==> config.mk <==
export PLATFORM = sky130hd
export DESIGN_NAME = utf8_to_code_point_decoder
export DESIGN_NICKNAME = d
export VERILOG_FILES = /design/src/hdl/u8cpd_pkg.sv /design/src/hdl/u8cpd_front.sv /design/src/hdl/u8cpd_queue.sv /design/src/hdl/u8cpd_back.sv /design/src/hdl/utf8_to_code_point_decoder.sv
export VERILOG_INCLUDE_DIRS = /design/src /design/src/hdl
export SDC_FILE = /design/constraint.sdc
export NUM_CORES = 1
export LEC_CHECK = 0
export BUFFER_PORTS_ARGS = -buffer_cell sky130_fd_sc_hd__buf_4
export CAP_MARGIN = 25
export CORE_MARGIN = 4
export CORE_UTILIZATION = 55
export CTS_BUF_LIST = sky130_fd_sc_hd__clkbuf_16
export DETAILED_ROUTE_END_ITERATION = 7
export GPL_TIMING_DRIVEN = 0
export PLACE_DENSITY = 0.7
export SYNTH_ARGS = -nofsm -noshare
export SYNTH_HDL_FRONTEND = slang
export SYNTH_HIERARCHICAL = 1
export SYNTH_SLANG_ARGS = --single-unit
==> constraint.sdc <==
create_clock -name clock -period 3.93 [get_ports clock]
set_input_delay 0.5895 -clock clock [delete_from_list [all_inputs] [get_ports clock]]
set_output_delay 0.5895 -clock clock [all_outputs]
set_load 0.1 [all_outputs]
==> src/hdl/utf8_to_code_point_decoder_defines.svh <==
// Assertion macros used by the decoder's top-level file.
`ifndef UTF8_TO_CODE_POINT_DECODER_DEFINES_SVH
`define UTF8_TO_CODE_POINT_DECODER_DEFINES_SVH

`ifndef SYNTH
// Implication within the same cycle.
`define U8CPD_ASSERT_SAME(label, clk, rst, ante, cons) \
   label: assert property (@(posedge clk) disable iff (rst) (ante) |-> (cons)) \
      else $error("decoder check failed");
// Implication checked in the following cycle.
`define U8CPD_ASSERT_NEXT(label, clk, rst, ante, cons) \
   label: assert property (@(posedge clk) disable iff (rst) (ante) |=> (cons)) \
      else $error("decoder check failed");
`else
`define U8CPD_ASSERT_SAME(label, clk, rst, ante, cons)
`define U8CPD_ASSERT_NEXT(label, clk, rst, ante, cons)
`endif

`endif

==> src/hdl/u8cpd_pkg.sv <==
package u8cpd_pkg;

   localparam int CP_W        = 21;
   localparam int BYTE_W      = 8;
   localparam int CSR_W       = 16;
   localparam int QUEUE_DEPTH = 4;
   localparam int QPTR_W      = $clog2(QUEUE_DEPTH);
   localparam int QCNT_W      = $clog2(QUEUE_DEPTH + 1);

   localparam logic [CSR_W-1:0]  MAX_CHARS_RESET = 16'hFFFF;
   localparam logic [BYTE_W-1:0] ASCII_LAST      = 8'h7F;
   localparam logic [BYTE_W-1:0] TWO_BYTE_LAST   = 8'hDF;
   localparam logic [BYTE_W-1:0] THREE_BYTE_LAST = 8'hEF;

   // One entry per accepted byte that yields results: a character, a
   // terminator, or a character followed by a terminator.
   typedef struct packed {
      logic            has_char;
      logic            has_term;
      logic [CP_W-1:0] cp;
   } op_type;

   typedef struct packed {
      logic full;
      logic empty;
   } qstat_type;

endpackage

==> src/hdl/u8cpd_front.sv <==
module u8cpd_front #(
   parameter int COUNT_BITS = 16
) (
   input  logic                             clock,
   input  logic                             reset,
   input  logic                             accept,
   input  logic [u8cpd_pkg::BYTE_W-1:0]     byte_in,
   input  logic [u8cpd_pkg::CSR_W-1:0]      max_chars,
   output logic                             op_valid,
   output u8cpd_pkg::op_type                op
);

   localparam int CMP_W = (COUNT_BITS > u8cpd_pkg::CSR_W) ? COUNT_BITS : u8cpd_pkg::CSR_W;

   logic [1:0]                    bytes_left_ff, bytes_left_in;
   logic [u8cpd_pkg::CP_W-1:0]    acc_ff, acc_in;
   logic [COUNT_BITS-1:0]         chars_out_ff, chars_out_in;
   logic                          discarding_ff, discarding_in;

   logic                          is_nul;
   logic                          cnt_full;
   logic                          inc_full;
   logic [COUNT_BITS-1:0]         chars_inc;
   logic [u8cpd_pkg::CP_W-1:0]    cont_acc;
   logic [u8cpd_pkg::CP_W-1:0]    nul_acc;

   always_comb begin
      is_nul    = (byte_in == '0);
      chars_inc = (chars_out_ff == '1) ? chars_out_ff : chars_out_ff + 1'b1;
      cnt_full  = CMP_W'(chars_out_ff) >= CMP_W'(max_chars);
      inc_full  = CMP_W'(chars_inc) >= CMP_W'(max_chars);
      cont_acc  = {acc_ff[u8cpd_pkg::CP_W-7:0], byte_in[5:0]};

      // A NUL inside a sequence fills the missing continuation bits with zeros.
      case (bytes_left_ff)
         2'd1:    nul_acc = {acc_ff[u8cpd_pkg::CP_W-7:0], 6'b0};
         2'd2:    nul_acc = {acc_ff[u8cpd_pkg::CP_W-13:0], 12'b0};
         2'd3:    nul_acc = {acc_ff[u8cpd_pkg::CP_W-19:0], 18'b0};
         default: nul_acc = acc_ff;
      endcase
   end

   always_comb begin
      bytes_left_in = bytes_left_ff;
      acc_in        = acc_ff;
      chars_out_in  = chars_out_ff;
      discarding_in = discarding_ff;
      op_valid      = 1'b0;
      op            = '0;

      if (accept) begin
         if (discarding_ff) begin
            if (is_nul) begin
               bytes_left_in = '0;
               acc_in        = '0;
               chars_out_in  = '0;
               discarding_in = 1'b0;
            end
         end else if (bytes_left_ff != 2'd0) begin
            if (is_nul) begin
               op_valid      = 1'b1;
               op.has_char   = 1'b1;
               op.has_term   = 1'b1;
               op.cp         = nul_acc;
               bytes_left_in = '0;
               acc_in        = '0;
               chars_out_in  = '0;
               discarding_in = 1'b0;
            end else if (bytes_left_ff == 2'd1) begin
               op_valid      = 1'b1;
               op.has_char   = 1'b1;
               op.has_term   = inc_full;
               op.cp         = cont_acc;
               bytes_left_in = '0;
               acc_in        = '0;
               chars_out_in  = chars_inc;
               discarding_in = inc_full;
            end else begin
               bytes_left_in = bytes_left_ff - 2'd1;
               acc_in        = cont_acc;
            end
         end else begin
            if (is_nul) begin
               op_valid      = 1'b1;
               op.has_term   = 1'b1;
               bytes_left_in = '0;
               acc_in        = '0;
               chars_out_in  = '0;
               discarding_in = 1'b0;
            end else if (cnt_full) begin
               // Capacity already used up: the lead byte is dropped.
               op_valid      = 1'b1;
               op.has_term   = 1'b1;
               discarding_in = 1'b1;
            end else if (byte_in <= u8cpd_pkg::ASCII_LAST) begin
               op_valid      = 1'b1;
               op.has_char   = 1'b1;
               op.has_term   = inc_full;
               op.cp         = u8cpd_pkg::CP_W'(byte_in);
               chars_out_in  = chars_inc;
               discarding_in = inc_full;
            end else if (byte_in <= u8cpd_pkg::TWO_BYTE_LAST) begin
               acc_in        = u8cpd_pkg::CP_W'(byte_in[4:0]);
               bytes_left_in = 2'd1;
            end else if (byte_in <= u8cpd_pkg::THREE_BYTE_LAST) begin
               acc_in        = u8cpd_pkg::CP_W'(byte_in[3:0]);
               bytes_left_in = 2'd2;
            end else begin
               acc_in        = u8cpd_pkg::CP_W'(byte_in[2:0]);
               bytes_left_in = 2'd3;
            end
         end
      end
   end

   always_ff @(posedge clock) begin
      if (reset) begin
         bytes_left_ff <= '0;
         acc_ff        <= '0;
         chars_out_ff  <= '0;
         discarding_ff <= 1'b0;
      end else begin
         bytes_left_ff <= bytes_left_in;
         acc_ff        <= acc_in;
         chars_out_ff  <= chars_out_in;
         discarding_ff <= discarding_in;
      end
   end

endmodule

==> src/hdl/u8cpd_queue.sv <==
module u8cpd_queue (
   input  logic                  clock,
   input  logic                  reset,
   input  logic                  wr_en,
   input  u8cpd_pkg::op_type     wr_data,
   input  logic                  rd_en,
   output u8cpd_pkg::op_type     rd_data,
   output u8cpd_pkg::qstat_type  stat
);

   u8cpd_pkg::op_type               entry_ff [u8cpd_pkg::QUEUE_DEPTH];
   logic [u8cpd_pkg::QPTR_W-1:0]    wr_ptr_ff, wr_ptr_in;
   logic [u8cpd_pkg::QPTR_W-1:0]    rd_ptr_ff, rd_ptr_in;
   logic [u8cpd_pkg::QCNT_W-1:0]    count_ff, count_in;
   logic                            do_wr;
   logic                            do_rd;

   always_comb begin
      stat.full  = (count_ff == u8cpd_pkg::QCNT_W'(u8cpd_pkg::QUEUE_DEPTH));
      stat.empty = (count_ff == '0);
      do_wr      = wr_en && !stat.full;
      do_rd      = rd_en && !stat.empty;
      rd_data    = entry_ff[rd_ptr_ff];
      wr_ptr_in  = do_wr ? wr_ptr_ff + 1'b1 : wr_ptr_ff;
      rd_ptr_in  = do_rd ? rd_ptr_ff + 1'b1 : rd_ptr_ff;
      count_in   = count_ff;
      if (do_wr && !do_rd) begin
         count_in = count_ff + 1'b1;
      end else if (do_rd && !do_wr) begin
         count_in = count_ff - 1'b1;
      end
   end

   always_ff @(posedge clock) begin
      if (reset) begin
         wr_ptr_ff <= '0;
         rd_ptr_ff <= '0;
         count_ff  <= '0;
      end else begin
         wr_ptr_ff <= wr_ptr_in;
         rd_ptr_ff <= rd_ptr_in;
         count_ff  <= count_in;
      end
   end

   always_ff @(posedge clock) begin
      if (do_wr) begin
         entry_ff[wr_ptr_ff] <= wr_data;
      end
   end

endmodule

==> src/hdl/u8cpd_back.sv <==
module u8cpd_back (
   input  logic                          clock,
   input  logic                          reset,
   input  u8cpd_pkg::op_type             q_data,
   input  u8cpd_pkg::qstat_type          q_stat,
   output logic                          q_pop,
   input  logic                          pop,
   output logic                          empty,
   output logic [u8cpd_pkg::CP_W-1:0]    code_point,
   output logic                          end_of_string
);

   logic                          out_valid_ff, out_valid_in;
   logic                          pend_term_ff, pend_term_in;
   logic [u8cpd_pkg::CP_W-1:0]    out_cp_ff, out_cp_in;
   logic                          out_eos_ff, out_eos_in;
   logic                          advance;

   always_comb begin
      advance      = !out_valid_ff || pop;
      q_pop        = advance && !pend_term_ff && !q_stat.empty;
      out_valid_in = out_valid_ff;
      pend_term_in = pend_term_ff;
      out_cp_in    = out_cp_ff;
      out_eos_in   = out_eos_ff;

      if (advance) begin
         if (pend_term_ff) begin
            // Second beat of an entry that carries a character and a terminator.
            out_valid_in = 1'b1;
            out_cp_in    = '0;
            out_eos_in   = 1'b1;
            pend_term_in = 1'b0;
         end else if (!q_stat.empty) begin
            out_valid_in = 1'b1;
            if (q_data.has_char) begin
               out_cp_in    = q_data.cp;
               out_eos_in   = 1'b0;
               pend_term_in = q_data.has_term;
            end else begin
               out_cp_in    = '0;
               out_eos_in   = 1'b1;
            end
         end else begin
            out_valid_in = 1'b0;
         end
      end
   end

   always_ff @(posedge clock) begin
      if (reset) begin
         out_valid_ff <= 1'b0;
         pend_term_ff <= 1'b0;
      end else begin
         out_valid_ff <= out_valid_in;
         pend_term_ff <= pend_term_in;
      end
   end

   always_ff @(posedge clock) begin
      out_cp_ff  <= out_cp_in;
      out_eos_ff <= out_eos_in;
   end

   assign empty         = !out_valid_ff;
   assign code_point    = out_cp_ff;
   assign end_of_string = out_eos_ff;

endmodule

==> src/hdl/utf8_to_code_point_decoder.sv <==
// Channel   Handshake     Payload
// req       push / full   req_byte_in[7:0]
// rsp       pop / empty   rsp_code_point[20:0], rsp_end_of_string
// csr       csr_wr_en     csr_wr_data[15:0] (max_chars)
//
// One byte is taken per clock while full is low; the byte decoder settles each
// byte in the cycle it is accepted.
// The output register gives one result beat per clock while pop is high; a byte that
// ends a character and the string costs two output beats.
// A result passes through the queue and then the output register on its way to rsp.
// A four-entry queue between decoder and output lets either side stall alone.
// Reset is synchronous and leaves max_chars at 65535 with the queue empty.
`include "utf8_to_code_point_decoder_defines.svh"

module utf8_to_code_point_decoder #(
   parameter int COUNT_BITS = 16
) (
   input  logic                              clock,
   input  logic                              reset,
   input  logic                              push,
   output logic                              full,
   input  logic [u8cpd_pkg::BYTE_W-1:0]      req_byte_in,
   output logic                              empty,
   input  logic                              pop,
   output logic [u8cpd_pkg::CP_W-1:0]        rsp_code_point,
   output logic                              rsp_end_of_string,
   input  logic                              csr_wr_en,
   input  logic [u8cpd_pkg::CSR_W-1:0]       csr_wr_data
);

   logic [u8cpd_pkg::CSR_W-1:0]  max_chars_ff;
   logic                         accept;
   logic                         op_valid;
   u8cpd_pkg::op_type            op;
   u8cpd_pkg::op_type            q_data;
   u8cpd_pkg::qstat_type         q_stat;
   logic                         q_pop;

   always_ff @(posedge clock) begin
      if (reset) begin
         max_chars_ff <= u8cpd_pkg::MAX_CHARS_RESET;
      end else if (csr_wr_en) begin
         max_chars_ff <= csr_wr_data;
      end
   end

   assign full   = q_stat.full;
   assign accept = push && !q_stat.full;

   u8cpd_front #(
      .COUNT_BITS (COUNT_BITS)
   ) u_front (
      .clock     (clock),
      .reset     (reset),
      .accept    (accept),
      .byte_in   (req_byte_in),
      .max_chars (max_chars_ff),
      .op_valid  (op_valid),
      .op        (op)
   );

   u8cpd_queue u_queue (
      .clock   (clock),
      .reset   (reset),
      .wr_en   (op_valid),
      .wr_data (op),
      .rd_en   (q_pop),
      .rd_data (q_data),
      .stat    (q_stat)
   );

   u8cpd_back u_back (
      .clock         (clock),
      .reset         (reset),
      .q_data        (q_data),
      .q_stat        (q_stat),
      .q_pop         (q_pop),
      .pop           (pop),
      .empty         (empty),
      .code_point    (rsp_code_point),
      .end_of_string (rsp_end_of_string)
   );

   `U8CPD_ASSERT_SAME(a_term_has_zero_cp, clock, reset, !empty && rsp_end_of_string, rsp_code_point == '0)
   `U8CPD_ASSERT_NEXT(a_reset_clears_output, clock, 1'b0, reset, empty && !full)
   `U8CPD_ASSERT_SAME(a_full_queue_means_output_held, clock, reset, q_stat.full, !empty)

endmodule

[After elaboration in Yosys (flattened, before gate mapping)]
Memories as Yosys holds them, arrays and structs flattened. A register that Yosys moved wholly into a read port is not among the register bits.
Cells that the tools add are included.
Word-level totals
  register bits: 87
  bits in writable memories: 92
  bits of input ports: 29
  memories kept: 1
Operators by class
  add/subtract/negate cells: 6
  $lt $le $gt $ge: 5
  equal/unequal tests: 10
  multiplexer cells: 73
  reduce and logical (&&, ||, !) cells: 22
Memory list
  u_queue.entry_ff: words 4, bits a word 23, read ports 1, clocked after Yosys merged registers in 1, write ports 1, line u8cpd_queue.sv:11  | u8cpd_pkg::op_type entry_ff [u8cpd_pkg::QUEUE_DEPTH];
Operators with widths (number)
  21-bit two-way mux: 12
  16-bit two-way mux: 9
  23-bit two-way mux: 6
  21-bit one-hot mux with 3 select lines: 1
  16-bit >= comparator: 2
  1-bit two-way mux: 30
  2-bit two-way mux: 11
  16-bit by 1-bit adder with 16-bit output (second input constant): 1
  16-bit == test (second input constant): 1
  8-bit <= comparator (second input constant): 2
  8-bit by 7-bit <= comparator with 1-bit output (second input constant): 1
  8-bit zero test: 1
  1-bit logical AND: 7
  1-bit zero test: 6
  3-bit two-way mux: 2
  3-bit by 2-bit != test with 1-bit output (second input constant): 2
  5-bit two-way mux: 1
  5-bit AND reduction: 1
  2-bit by 1-bit adder with 2-bit output (second input constant): 2
  2-bit == test (second input constant): 2
  4-bit two-way mux: 1
  2-bit != test (second input constant): 2
  4-bit AND reduction: 1
  2-bit nonzero test: 2
  other kinds (10): 10

[Longest topological paths before layout]
Gate-level depths: netlist of the first run.
  depth after elaboration: 12
  gate-level depth with buffers: 16

[Cells and area by module]
The synthesis of the first run kept the hierarchy.
Modules (own cells, without submodules)
  u8cpd_queue: times used 1, cells each 168, area an instance 3827.4 sq um
  u8cpd_front: times used 1, cells each 392, area an instance 3126.7 sq um
  u8cpd_back: times used 1, cells each 59, area an instance 993.5 sq um
  utf8_to_code_point_decoder: times used 1, cells each 54, area an instance 605.6 sq um

[Least setup slack after synthesis of the first run]
No wires, ideal clock.
  path type: in2reg
  start point: input req_byte_in[7] in the netlist's numbering
  end point: register u_queue/count_ff[2] in the netlist's numbering
  data arrival time: 3.507 ns
  required time: 3.860 ns
  path slack: 0.353 ns
  cell stages on the path: 14
  buffers on the path: 2
  cell sequence: buf_6 > or4_4 > or2_2 > buf_2 > a21o_1 > nor2_1 > inv_1 > nor2_1 > ha_1 > inv_1 > fa_1 > xor2_1 > or3_1 > a21oi_1
Between the ends
  word-level cells in the longest chain between the ends: 11
  elaborated cells between the ends (all ways): 15
  classes of those cells: order compare (1); mux (8); reduce/logical (6)
RTL lines
  from (decl): line utf8_to_code_point_decoder.sv:22  | input logic [u8cpd_pkg::BYTE_W-1:0] req_byte_in,
  8-bit by 7-bit <= comparator with 1-bit output: line u8cpd_front.sv:95  | end else if (byte_in <= u8cpd_pkg::ASCII_LAST) begin
  1-bit two-way mux: line u8cpd_front.sv:95
  1-bit two-way mux: line u8cpd_front.sv:90  | end else if (cnt_full) begin
  1-bit two-way mux: line u8cpd_front.sv:83  | if (is_nul) begin
  1-bit two-way mux *: line u8cpd_front.sv:59  | end else if (bytes_left_ff != 2'd0) begin
  1-bit two-way mux *: line u8cpd_front.sv:52  | if (discarding_ff) begin
  1-bit two-way mux *: line u8cpd_front.sv:51  | if (accept) begin
  net op_valid: line utf8_to_code_point_decoder.sv:33  | logic op_valid;
  1-bit logical AND *: line u8cpd_queue.sv:21  | do_wr = wr_en && !stat.full;
  net u_queue.do_wr: line u8cpd_queue.sv:15  | logic do_wr;
  1-bit zero test: line u8cpd_queue.sv:29  | end else if (do_rd && !do_wr) begin
  1-bit logical AND: line u8cpd_queue.sv:29
  2-bit nonzero test (no source line)
  to (signal assigned): line u8cpd_queue.sv:42  | count_ff <= count_in;
  to (decl): line u8cpd_queue.sv:14  | logic [u8cpd_pkg::QCNT_W-1:0] count_ff, count_in;
Mark *: on every way through the listed nets, which the timed path passes. The rest lies on a longest branch.
A chain may end at the register's enable or synchronous reset.

==> qor.yml, run 1 <==
seqPwrFrac_pct: 36.8
power_density_nw_per_um2: 667.1
fillCellCount: 1165
clockRootBuffer: "clkbuf_16"
synth-seq-cells: 175
synthesis.area_um2: 8553
core_area_um2: 15200
clockBufferDepth: 2
timing.fmax_mhz: 269.1
grt_pass1_vias: 5761
num_io_pins: 53
synth_ff_type: "edfxtp_1"
synth_edf_count: 114
syn2layout_area_growth_pct: 16.06
worst_setup_path_start_kind: "flip-flop"
num_rows: 45
fin_setup_tns_ns: 0
ys_async_sr_fraction_pct: 0
fin_cells: 950
yosysTopAreaCell: "edfxtp_1"
crit_chain: "buf_2 > and4_1 > nand3_1 > nor3_4 > nor2_1 > and3_1 > xnor2_1 > ha_1 > a21o_1 > a21o_1 > a21oi_1 > nand3_1 > a211oi_2 > o22ai_1"
first_pass_iters: 4
cts_buffers: 17
vias: 5737
dp_hpwl_mm: 13.04
final_nets: 821
synth_cell_type_count: 70
die_width_um: 132.7
worstPathBufferInverterCount: 1
crit_type: "reg2reg"
netlist_top_cells_count: "edfxtp_1, dfxtp_1, nor2_1"
p_comb_share_pct: 37.9
fin_skew_ns: 0.009216
cts_max_level: 4
grt_usage_pct: 21.30
p_leak_nw: 3.918
diodes: 0
die_height_um: 132.7
intPower_mw: 4.087
worst_slew_pin_slew_ns: 0.8762
dp_cells: 917
synth_area_leaders: "edfxtp_1, dfxtp_1, ha_1, mux4_2, nor2_1"
die-area_um2: 17610
synth_most_common_cell: "edfxtp_1"
final.min_clock_period_ns: 3.716
grt_overflow: 0
wl_per_cell_um: 19.17
cts_tree: "done"
drv_slew: 0
drt_iter0_markers: 408
yosys_warnings: 6
critPathSlowestCell: "dfxtp_1"
hold_buffers: 0
netSwitchingPower_mw: 2.536
fin_crit_sh_pct: 94.56
crit_arrival_ns: 3.85
power_mw: 6.623
drc: 0
clk_pin_slew_worst_paths_ns: 0.07
setup_viol: 0
synth_nets: 745
slew_headroom_pct: 41.58
grt_max_degree: 17
drive_gt1_share_pct: 25.98
clock_latency_ns: 0.43
start_util_pct: 56.26
globalplace.congestion: 0.9118
yosys.area.top_type_share_pct: 40.02
io_buffers: 51
outcome: "completed"
grt_pass1_wl_mm: 29.50
final_hold_viol_count: 0
irDropWorstVdd_v: 0.0006096
syn_inst: 673
cts_sinks: 175
cp_slowest_stage_delay_ns: 0.34
ant_nets: 0
vias_per_cell: 6.039
syn_area_per_cell_um2: 12.71
swShare_pct: 38.29
cp-end-kind: "flip-flop"
cpLargestDelayFamily: "simple AND/OR/NAND/NOR gates"
seq_area_frac_synth_pct: 54.30
postPlaceCellArea_um2: 9288
required_ns: 4.07
antenna_found_initial: 0
clockPowerShare_pct: 25.2
drt_wl_total_mm: 18.21
drv_cap: 0
cp_max_fo: 8
design_area_um2: 9927
hold_path.class: "in2reg"
per-stage QoR:
| stage | setup slack [ns] | hold WS [ns] | utilization [%] |
|---|---|---|---|
| floorplan | 0.3527 | 0.4429 | - |
| global placement | -0.1426 | 0.4578 | 60.33 |
| detailed placement | -0.1857 | 0.4578 | 61.09 |
| CTS | 0.02271 | 0.3495 | 64.95 |
| global route | -0.04070 | 0.3500 | 65.30 |
| finish | 0.2137 | 0.3587 | 65.30 |
layer usage:
metal / global-route usage [%] / up-vias / wire length (um)
met2: 32.61 / 180 / 8310
met1: 29.79 / 2836 / 8498
li1: - / 2688 / -
met3: 4.677 / 33 / 1011
met5: 0 / - / 0
met4: 8.487 / 0 / 387
worst paths after layout:
kind	start	end	slack, ns	cells after the start
setup / recovery	u_front/chars_out_ff[6]$_SDFFE_PP0P_	u_queue/entry_ff[2][21]$_DFFE_PP_	0.21	14
hold / removal	csr_wr_data[12]	max_chars_ff[12]$_SDFFE_PP1P_	0.36	2
setup reg to reg	u_front/chars_out_ff[6]$_SDFFE_PP0P_	u_queue/entry_ff[2][21]$_DFFE_PP_	0.21	14
hold reg to reg	u_front/acc_ff[12]$_SDFFE_PP0P_	u_front/acc_ff[12]$_SDFFE_PP0P_	0.48	1
repair_timing:
| action | 4_1_cts | 5_1_grt |
|---|---|---|
| pin swaps | 0 | 1 |
| resized for setup | 1 | 8 |
| buffers inserted | 0 | 1 |
| endpoints found under the hold margin | 0 | 0 |
| setup endpoints to repair | 4 | 59 |
logic make-up (layout without fill, tap and decap cells):
family / count (synthesis) / after routing / share of synthesized area, %
fa+ha+maj: 43 / 43 / 6.378
compound gates: 133 / 133 / 12.02
simple gates: 210 / 210 / 14.41
flops: 175 / 175 / 54.30
buf+inv: 70 / 159 / 4.696
mux: 26 / 26 / 6.554
xor+xnor: 16 / 16 / 1.638
power groups by stage:
stage               registers (mW)  logic, mW  clock network (mW)
floorplan                     3.32       1.11                   0
global placement              2.48       2.43                   0
detailed placement            2.48       2.51                   0
CTS                           2.44       2.52                1.69
global route                  2.47       2.66                1.79
finish                        2.44       2.51                1.67
worst register-to-register path: stages, from the launching register on:
cell      delay [ns]
dfxtp_1         0.34
buf_2           0.21
and4_1          0.25
nand3_1         0.26
nor3_4          0.32
nor2_1          0.12
and3_1          0.21
xnor2_1         0.16
ha_1            0.27
a21o_1          0.16
a21o_1          0.17
a21oi_1         0.25
nand3_1         0.15
a211oi_2        0.33
o22ai_1         0.22
cell type report:
cell class              count  area [um^2]  share of cell area [%]
clock inverters            15        156.4                   1.575
plain buffers              37        277.8                   2.798
multi-input cells         428         3561                   35.87
flip-flops and latches    175         4644                   46.79
clock buffers              17        425.4                   4.285
repair buffers             57        503.0                   5.067
inverters                  33        123.9                   1.248
well taps                 188        235.2                   2.370
registers in the layout, indices dropped and copies added, names as in the netlist, named ones only:
| signal | count |
|---|---|
| u_back/code_point | 21 |
| u_queue/wr_ptr_ff | 2 |
| u_queue/rd_ptr_ff | 2 |
| max_chars_ff | 16 |
| u_back/end_of_string | 1 |
| u_queue/entry_ff | 92 |
| u_front/acc_ff | 15 |
| u_back/out_valid_ff | 1 |
| u_queue/count_ff | 3 |
| u_back/pend_term_ff | 1 |
| u_front/chars_out_ff | 16 |
| u_front/discarding_ff | 1 |
| u_front/bytes_left_ff | 2 |
placed cells by master (no fill, tap or decap), types with 4 or more instances in the layout:
master / count
ha_1: 42
buf_4: 54
inv_6: 5
xor2_1: 7
a21oi_1: 22
a211o_1: 18
xnor2_1: 9
nand3_1: 16
nor3_1: 10
mux4_2: 20
and2_4: 19
o22ai_1: 4
buf_2: 12
buf_6: 9
inv_1: 33
and2_1: 5
a32oi_1: 10
nor2b_1: 20
clkinv_2: 4
a21oi_2: 10
o21ai_0: 10
nand3_2: 8
nand4_1: 6
a22o_1: 15
nor2_1: 44
nand2b_1: 7
clkbuf_1: 11
dfxtp_1: 61
and3_1: 11
a21o_1: 7
clkbuf_16: 17
or3_1: 4
nand2_1: 33
a311oi_1: 6
edfxtp_1: 114
No activity file was read; power rests on OpenSTA's default activity.
==> inputs of run 2 (changes only) <==
- ABC_AREA: default -> 1
- MAX_ROUTING_LAYER: default -> met4
==> run 2 against run 1 <==
Register-to-register slack better by 0.24 ns. Synthesized area up 6.0%. Clock skew barely moved. Clock-buffer cell count did not move. Clock power down 3%. Die area rose by 5.7%. Combinational power up 31%. Critical path type unchanged. Maximum frequency rose by 6.9%. Worst setup slack improved by 0.24 ns.
==> qor.yml, run 2 <==
synth_area_leaders: "edfxtp_1, dfxtp_1, nand2_1, nor2_1, ha_1"
start_util_pct: 56.68  # +0.41 points
fin_setup_tns_ns: 0  # unchanged
final_cell_mix: "nand2_1, nor2_1, edfxtp_1"
hold_path.class: "in2reg"
top_register: "u_queue/entry_ff"
wl_per_cell_um: 14.89  # -22%
power_mw: 7.543  # +14%
regArea_um2: 4644  # unchanged
dp_hpwl_mm: 14.67  # +13%
power_density_nw_per_um2: 725.8  # +8.8%
synthesis.area_um2: 9069  # +6.0%
yosys.area.top_type_share_pct: 37.75  # -2.3 points
io_buffers: 51  # unchanged
synth-seq-cells: 175  # unchanged
cts_sinks: 175  # unchanged
ff2ff_setup_slack_ns: 0.45  # +0.24 ns
design_area_um2: 10390  # +4.7%
die_height_um: 136.4  # +2.8%
outcome: "completed"
seq_area_frac_synth_pct: 51.21  # -3.1 points
rsz0062_at_grt: "false"
use_met3_pct: 3.960  # -0.72 points
rr_endpoint: "u_queue/count_ff[2]$_SDFFE_PP0P_"
rr_startpoint: "u_queue/count_ff[0]$_SDFFE_PP0P_"
antenna_found_initial: 0  # unchanged
clock_latency_ns: 0.43  # about the same
met2_usage_pct: 35.33  # +2.7 points
synth_most_common_cell: "nand2_1"
crit_type: "reg2reg"
final_hold_viol_count: 0  # unchanged
hold_ws_ns: 0.3739  # +0.01529 ns
cp_max_fo: 10  # +2
netlist_top_cells_count: "nand2_1, nor2_1, edfxtp_1"
postPlaceCellArea_um2: 9804  # +5.6%
cts_setup_buffers: 0  # unchanged
yosysTopAreaCell: "edfxtp_1"
drive_gt1_share_pct: 18.97  # -7.0 points
syn_inst: 1025  # +52%
syn_area_per_cell_um2: 8.848  # -30%
multiInputGateArea_um2: 3654  # +2.6%
largest_register_ffs: 92  # unchanged
slew_headroom_pct: 44.43  # +2.8 points
yosys_warnings: 6  # unchanged
drc: 0  # unchanged
synth_cell_type_count: 45  # -36%
hold_buffers: 0  # unchanged
crit_path_start: "u_queue/count_ff[0]$_SDFFE_PP0P_"
drt_wl_total_mm: 19.78  # +8.6%
drt_iter0_markers: 472  # +16%
vias: 6968  # +21%
core_area_um2: 16000  # +5.3%
cts_buffers: 17  # unchanged
cts_resized: 0  # -1
die-area_um2: 18610  # +5.7%
drv_cap: 0  # unchanged
crit_arrival_ns: 3.80  # -0.05 ns
globalplace.congestion: 0.9113  # about the same
reg2regPathDepth: 20  # +6
setup_viol: 0  # unchanged
grt_pass1_wl_mm: 32.21  # +9.2%
synth_nets: 1097  # +47%
fillCellCount: 1365  # +17%
setup_slack_ns: 0.4550  # +0.2413 ns
irDropWorstVdd_v: 0.0005004  # -18%
clockRootBuffer: "clkbuf_16"
syn2layout_area_growth_pct: 14.60
synth_edf_count: 114  # unchanged
grt_pass1_vias: 6518  # +13%
num_rows: 46  # +2.2%
cts_tree: "done"
required_ns: 4.25  # +0.18 ns
preCtsSetupSlack_ns: 0.2794  # +0.4651 ns
crit_path_end: "u_queue/count_ff[2]$_SDFFE_PP0P_"
p_leak_nw: 4.567  # +17%
ys_async_sr_fraction_pct: 0  # unchanged
drv_slew: 0  # unchanged
final_nets: 1171  # +43%
cp-end-kind: "flip-flop"
final_common_cell: "nand2_1"
fin_cells: 1328  # +40%
fin_skew_ns: 0.008795  # -0.0004204 ns
vias_per_cell: 5.247  # -13%
final.min_clock_period_ns: 3.475  # -0.2413 ns
fin_crit_sh_pct: 88.42  # -6.1 points
fin_util_pct: 64.95  # -0.35 points
ant_nets: 0  # unchanged
grt_overflow: 0  # unchanged
die_width_um: 136.4  # +2.8%
worst_slew_pin_slew_ns: 0.8326  # -0.04362 ns
timing.fmax_mhz: 287.8  # +6.9%
worst_setup_path_start_kind: "flip-flop"
cts_max_level: 4  # unchanged
dp_cells: 1296  # +41%
first_pass_iters: 5  # +1
diodes: 0  # unchanged
grt_max_degree: 23  # +6
grtUsageMet1_pct: 31.00  # +1.2 points
clk_pin_slew_worst_paths_ns: 0.07  # about the same
clockBufferDepth: 2  # unchanged
synth_ff_type: "edfxtp_1"
num_io_pins: 53  # unchanged
grt_usage_pct: 23.05  # +1.8 points
grt-busiest-layer: "met2"
[run 2: changes by cell type in the layout (fill, tap and decap cells not counted), moves of 22 or more]
| cell | delta |
|---|---|
| inv_1 | +76 |
| a21oi_1 | +39 |
| nor2_2 | +30 |
| o21ai_0 | +31 |
| nand3_1 | +52 |
| nor2_1 | +99 |
| nand2_1 | +152 |
| nand2_2 | +22 |
[run 2: critical path: stages, from the launching register on]
cell	delay [ns]
dfxtp_1	0.41
nor2_2	0.06
nand2_2	0.09
inv_1	0.09
nor2_1	0.28
inv_1	0.14
nor2_1	0.16
clkbuf_1	0.32
nand2_1	0.14
a31oi_2	0.35
nand2_2	0.19
inv_2	0.11
ha_1	0.17
inv_1	0.07
fa_1	0.44
inv_1	0.07
nand2_1	0.04
nand3_1	0.09
nand2_1	0.06
nand2_1	0.06
nor2_1	0.03
[run 2: worst min-delay path by stage]
stage | to | depth (start not counted) | start
after floorplan | max_chars_ff[12]$_SDFFE_PP1P_ | 2 | max_chars_ff[12]$_SDFFE_PP1P_
after global placement | max_chars_ff[15]$_SDFFE_PP1P_ | 2 | max_chars_ff[15]$_SDFFE_PP1P_
after detailed placement | max_chars_ff[14]$_SDFFE_PP1P_ | 2 | max_chars_ff[14]$_SDFFE_PP1P_
after CTS | max_chars_ff[12]$_SDFFE_PP1P_ | 3 | csr_wr_data[12]
after global routing | max_chars_ff[4]$_SDFFE_PP1P_ | 3 | csr_wr_data[4]
final | max_chars_ff[7]$_SDFFE_PP1P_ | 3 | csr_wr_data[7]
[run 2: layer usage]
| metal | vias up | share of wire [%] |
|---|---|---|
| met4 | 0 | 2.2 |
| met5 | - | 0 |
| li1 | 3538 | - |
| met1 | 3217 | 46 |
| met3 | 32 | 5.7 |
| met2 | 181 | 46 |
[run 2: final cells by class]
| type | instances | area share [%] |
|---|---|---|
| multi-input cells | 686 | 35.16 |
| plain buffers | 45 | 3.130 |
| clock buffers | 17 | 4.093 |
| repair buffers | 55 | 4.382 |
| flip-flops and latches | 175 | 44.69 |
| inverters | 119 | 4.443 |
| clock inverters | 15 | 1.505 |
| well taps | 216 | 2.601 |
[run 2: logic make-up (layout without fill, tap and decap cells)]
family / Yosys count / in the layout / synth area share, %
buffers and inverters: 164 / 251 / 8.678
AO/OA/AOI/OAI: 158 / 158 / 9.603
adder cells (fa/ha/maj): 43 / 43 / 6.015
AND/OR/NAND/NOR: 478 / 478 / 23.81
flip-flops: 175 / 175 / 51.21
XOR/XNOR: 7 / 7 / 0.6761
[run 2: power breakdown]
group	total [mW]	internal [mW]	switching, mW
combinational	3.30	0.920	2.38
clock	1.62	0.892	0.728
sequential	2.62	2.41	0.209
==> inputs of run 3 (changes only) <==
- PLACE_DENSITY: 0.7 -> 0.73
- clock period: 3.93 -> 2.85 ns (I/O delays scaled with it)
==> run 3 against run 2 <==
Utilization is 3.8 points higher. Clock skew is 0.0083 ns higher. Largest cell class unchanged. Sequential power is 39% higher. Sequential cell count stayed put. Final cell count is 2.0% higher. Via count is 3.5% higher.
==> qor.yml, run 3 (same netlist as run 2, synthesis figures left out) <==
path_common_cell: "nand2_1"
drv_slew: 0  # unchanged
die-area_um2: 18610  # unchanged
p_leak_nw: 4.767  # +4.4%
grt_max_degree: 23  # unchanged
cts_sinks: 175  # unchanged
core_area_um2: 16000  # unchanged
clock_latency_ns: 0.43  # about the same
fin_cells: 1354  # +2.0%
clk_pin_slew_worst_paths_ns: 0.06  # about the same
cts_buffers: 17  # unchanged
final_cell_mix: "nand2_1, nor2_1, edfxtp_1"
postPlaceCellArea_um2: 9846  # +0.42%
num_rows: 46  # unchanged
drc: 0  # unchanged
wl_per_cell_um: 15.35  # +3.1%
crit_type: "reg2reg"
ff2ff_setup_slack_ns: 0.05  # -0.40 ns
dp_hpwl_mm: 14.38  # -2.0%
drt_iter0_markers: 638  # +35%
power_density_nw_per_um2: 996.7  # +37%
worst_setup_path_start_kind: "flip-flop"
vias_per_cell: 5.324  # +1.5%
fin_crit_sh_pct: 98.17  # +9.7 points
dp_cells: 1296  # unchanged
syn2layout_area_growth_pct: 21.23
timing.fmax_mhz: 357.4  # +24%
setup_viol: 0  # unchanged
clockRootBuffer: "clkbuf_16"
cp-end-kind: "flip-flop"
io_buffers: 51  # unchanged
hold_path.class: "in2reg"
grt_overflow: 0  # unchanged
cp_max_fo: 5  # -5
outcome: "completed"
crit_arrival_ns: 3.12  # -0.68 ns
grt_pass1_vias: 6639  # +1.9%
setup_slack_ns: 0.05226  # -0.4027 ns
fin_skew_ns: 0.01711  # +0.008314 ns
drt_wl_total_mm: 20.78  # +5.1%
largest_register_ffs: 92  # unchanged
die_width_um: 136.4  # unchanged
top_register: "u_queue/entry_ff"
fin_util_pct: 68.71  # +3.8 points
crit_chain: "inv_1 > ha_1 > nand2_1 > inv_1 > nand3_1 > nor2_2 > nand3_2 > nand3_2 > inv_2 > a31oi_4 > nand2_4 > inv_4 > ha_4 > inv_2 > fa_2 > inv_2 > nand2_1 > nand3_2 > nand2_1 > nand2_1 > nor2_1"
diodes: 0  # unchanged
critPathSlowestCell: "fa_2"
antenna_found_initial: 0  # unchanged
fillCellCount: 1239  # -9.2%
globalplace.congestion: 0.9131  # +0.20%
worst_slew_pin_slew_ns: 0.7720  # -0.06058 ns
cp_slowest_stage_delay_ns: 0.37  # -0.07 ns
power_mw: 10.96  # +45%
drive_gt1_share_pct: 26.45  # +7.5 points
final_hold_viol_count: 0  # unchanged
die_height_um: 136.4  # unchanged
cts_tree: "done"
irDropWorstVdd_v: 0.0007264  # +45%
clockBufferDepth: 2  # unchanged
vias: 7209  # +3.5%
preCtsSetupSlack_ns: -0.2337  # -0.5131 ns
drv_cap: 0  # unchanged
num_io_pins: 53  # unchanged
first_pass_iters: 5  # unchanged
grt_usage_pct: 22.63  # -0.42 points
grt_pass1_wl_mm: 31.81  # -1.2%
design_area_um2: 10990  # +5.8%
slew_headroom_pct: 48.48  # +4.0 points
final.min_clock_period_ns: 2.798  # -0.6773 ns
final_nets: 1197  # +2.2%
final_common_cell: "nand2_1"
required_ns: 3.18  # -1.07 ns
start_util_pct: 56.68  # unchanged
cts_max_level: 4  # unchanged
ant_nets: 0  # unchanged
run 3: final cells by class:
cell class                      count  area (um^2)  share of cell area [%]
Buffer                             45        345.3                   3.141
Clock buffer                       17        425.4                   3.869
Inverter                          119        467.9                   4.256
Sequential cell                   175         4673                   42.51
Tap cell                          216        270.3                   2.458
Clock inverter                     15        196.4                   1.787
Timing Repair Buffer               81        641.9                   5.838
Multi-Input combinational cell    686         3974                   36.14
run 3: report_power, final:
group          internal (mW)  total, mW  leakage, nW  switching [mW]
Sequential              3.34       3.63         1.64           0.298
Clock                   1.41       2.43        0.303            1.02
Combinational           1.46       4.89         2.83            3.43
run 3: worst paths after layout:
check / depth (start not counted) / from / to
max: 21 / max_chars_ff[10]$_SDFFE_PP1P_ / u_queue/count_ff[2]$_SDFFE_PP0P_
min: 3 / csr_wr_data[12] / max_chars_ff[12]$_SDFFE_PP1P_
max reg2reg: 21 / max_chars_ff[10]$_SDFFE_PP1P_ / u_queue/count_ff[2]$_SDFFE_PP0P_
min reg2reg: 2 / max_chars_ff[13]$_SDFFE_PP1P_ / max_chars_ff[13]$_SDFFE_PP1P_
run 3: per-stage QoR:
step,hold WS [ns],TNS (ns)
4_1_cts,0.2000,0
5_1_grt,0.2063,-2.251
3_5_place_dp,0.4504,-6.832
3_3_place_gp,0.4450,-38.41
2_1_floorplan,0.4289,-7.215
6_report,0.2098,0
run 3: worst max-delay path: cells and delay by family, from the launching register on:
kind	cells	cell delay [ns]
AND/OR/NAND/NOR	11	0.93
buffers and inverters	6	0.39
adder cells (fa/ha/maj)	3	0.82
flip-flops	1	0.32
AO/OA/AOI/OAI	1	0.22
run 3: routing by layer:
| metal | routed length (um) | up-vias | GRT usage, % |
|---|---|---|---|
| met5 | 0 | - | - |
| met4 | 485 | 0 | 7.671 |
| met3 | 1273 | 35 | 4.330 |
| met2 | 9846 | 229 | 35.66 |
| met1 | 9179 | 3358 | 29.61 |
| li1 | - | 3587 | - |
run 3: what timing repair did:
action / CTS / global route
endpoints found under the hold margin: 0 / 0
setup endpoints to repair: 70 / 33
pin swaps: 9 / 23
resized for setup: 26 / 55
buffers inserted: 5 / 21
hold buffers: 0 / 0
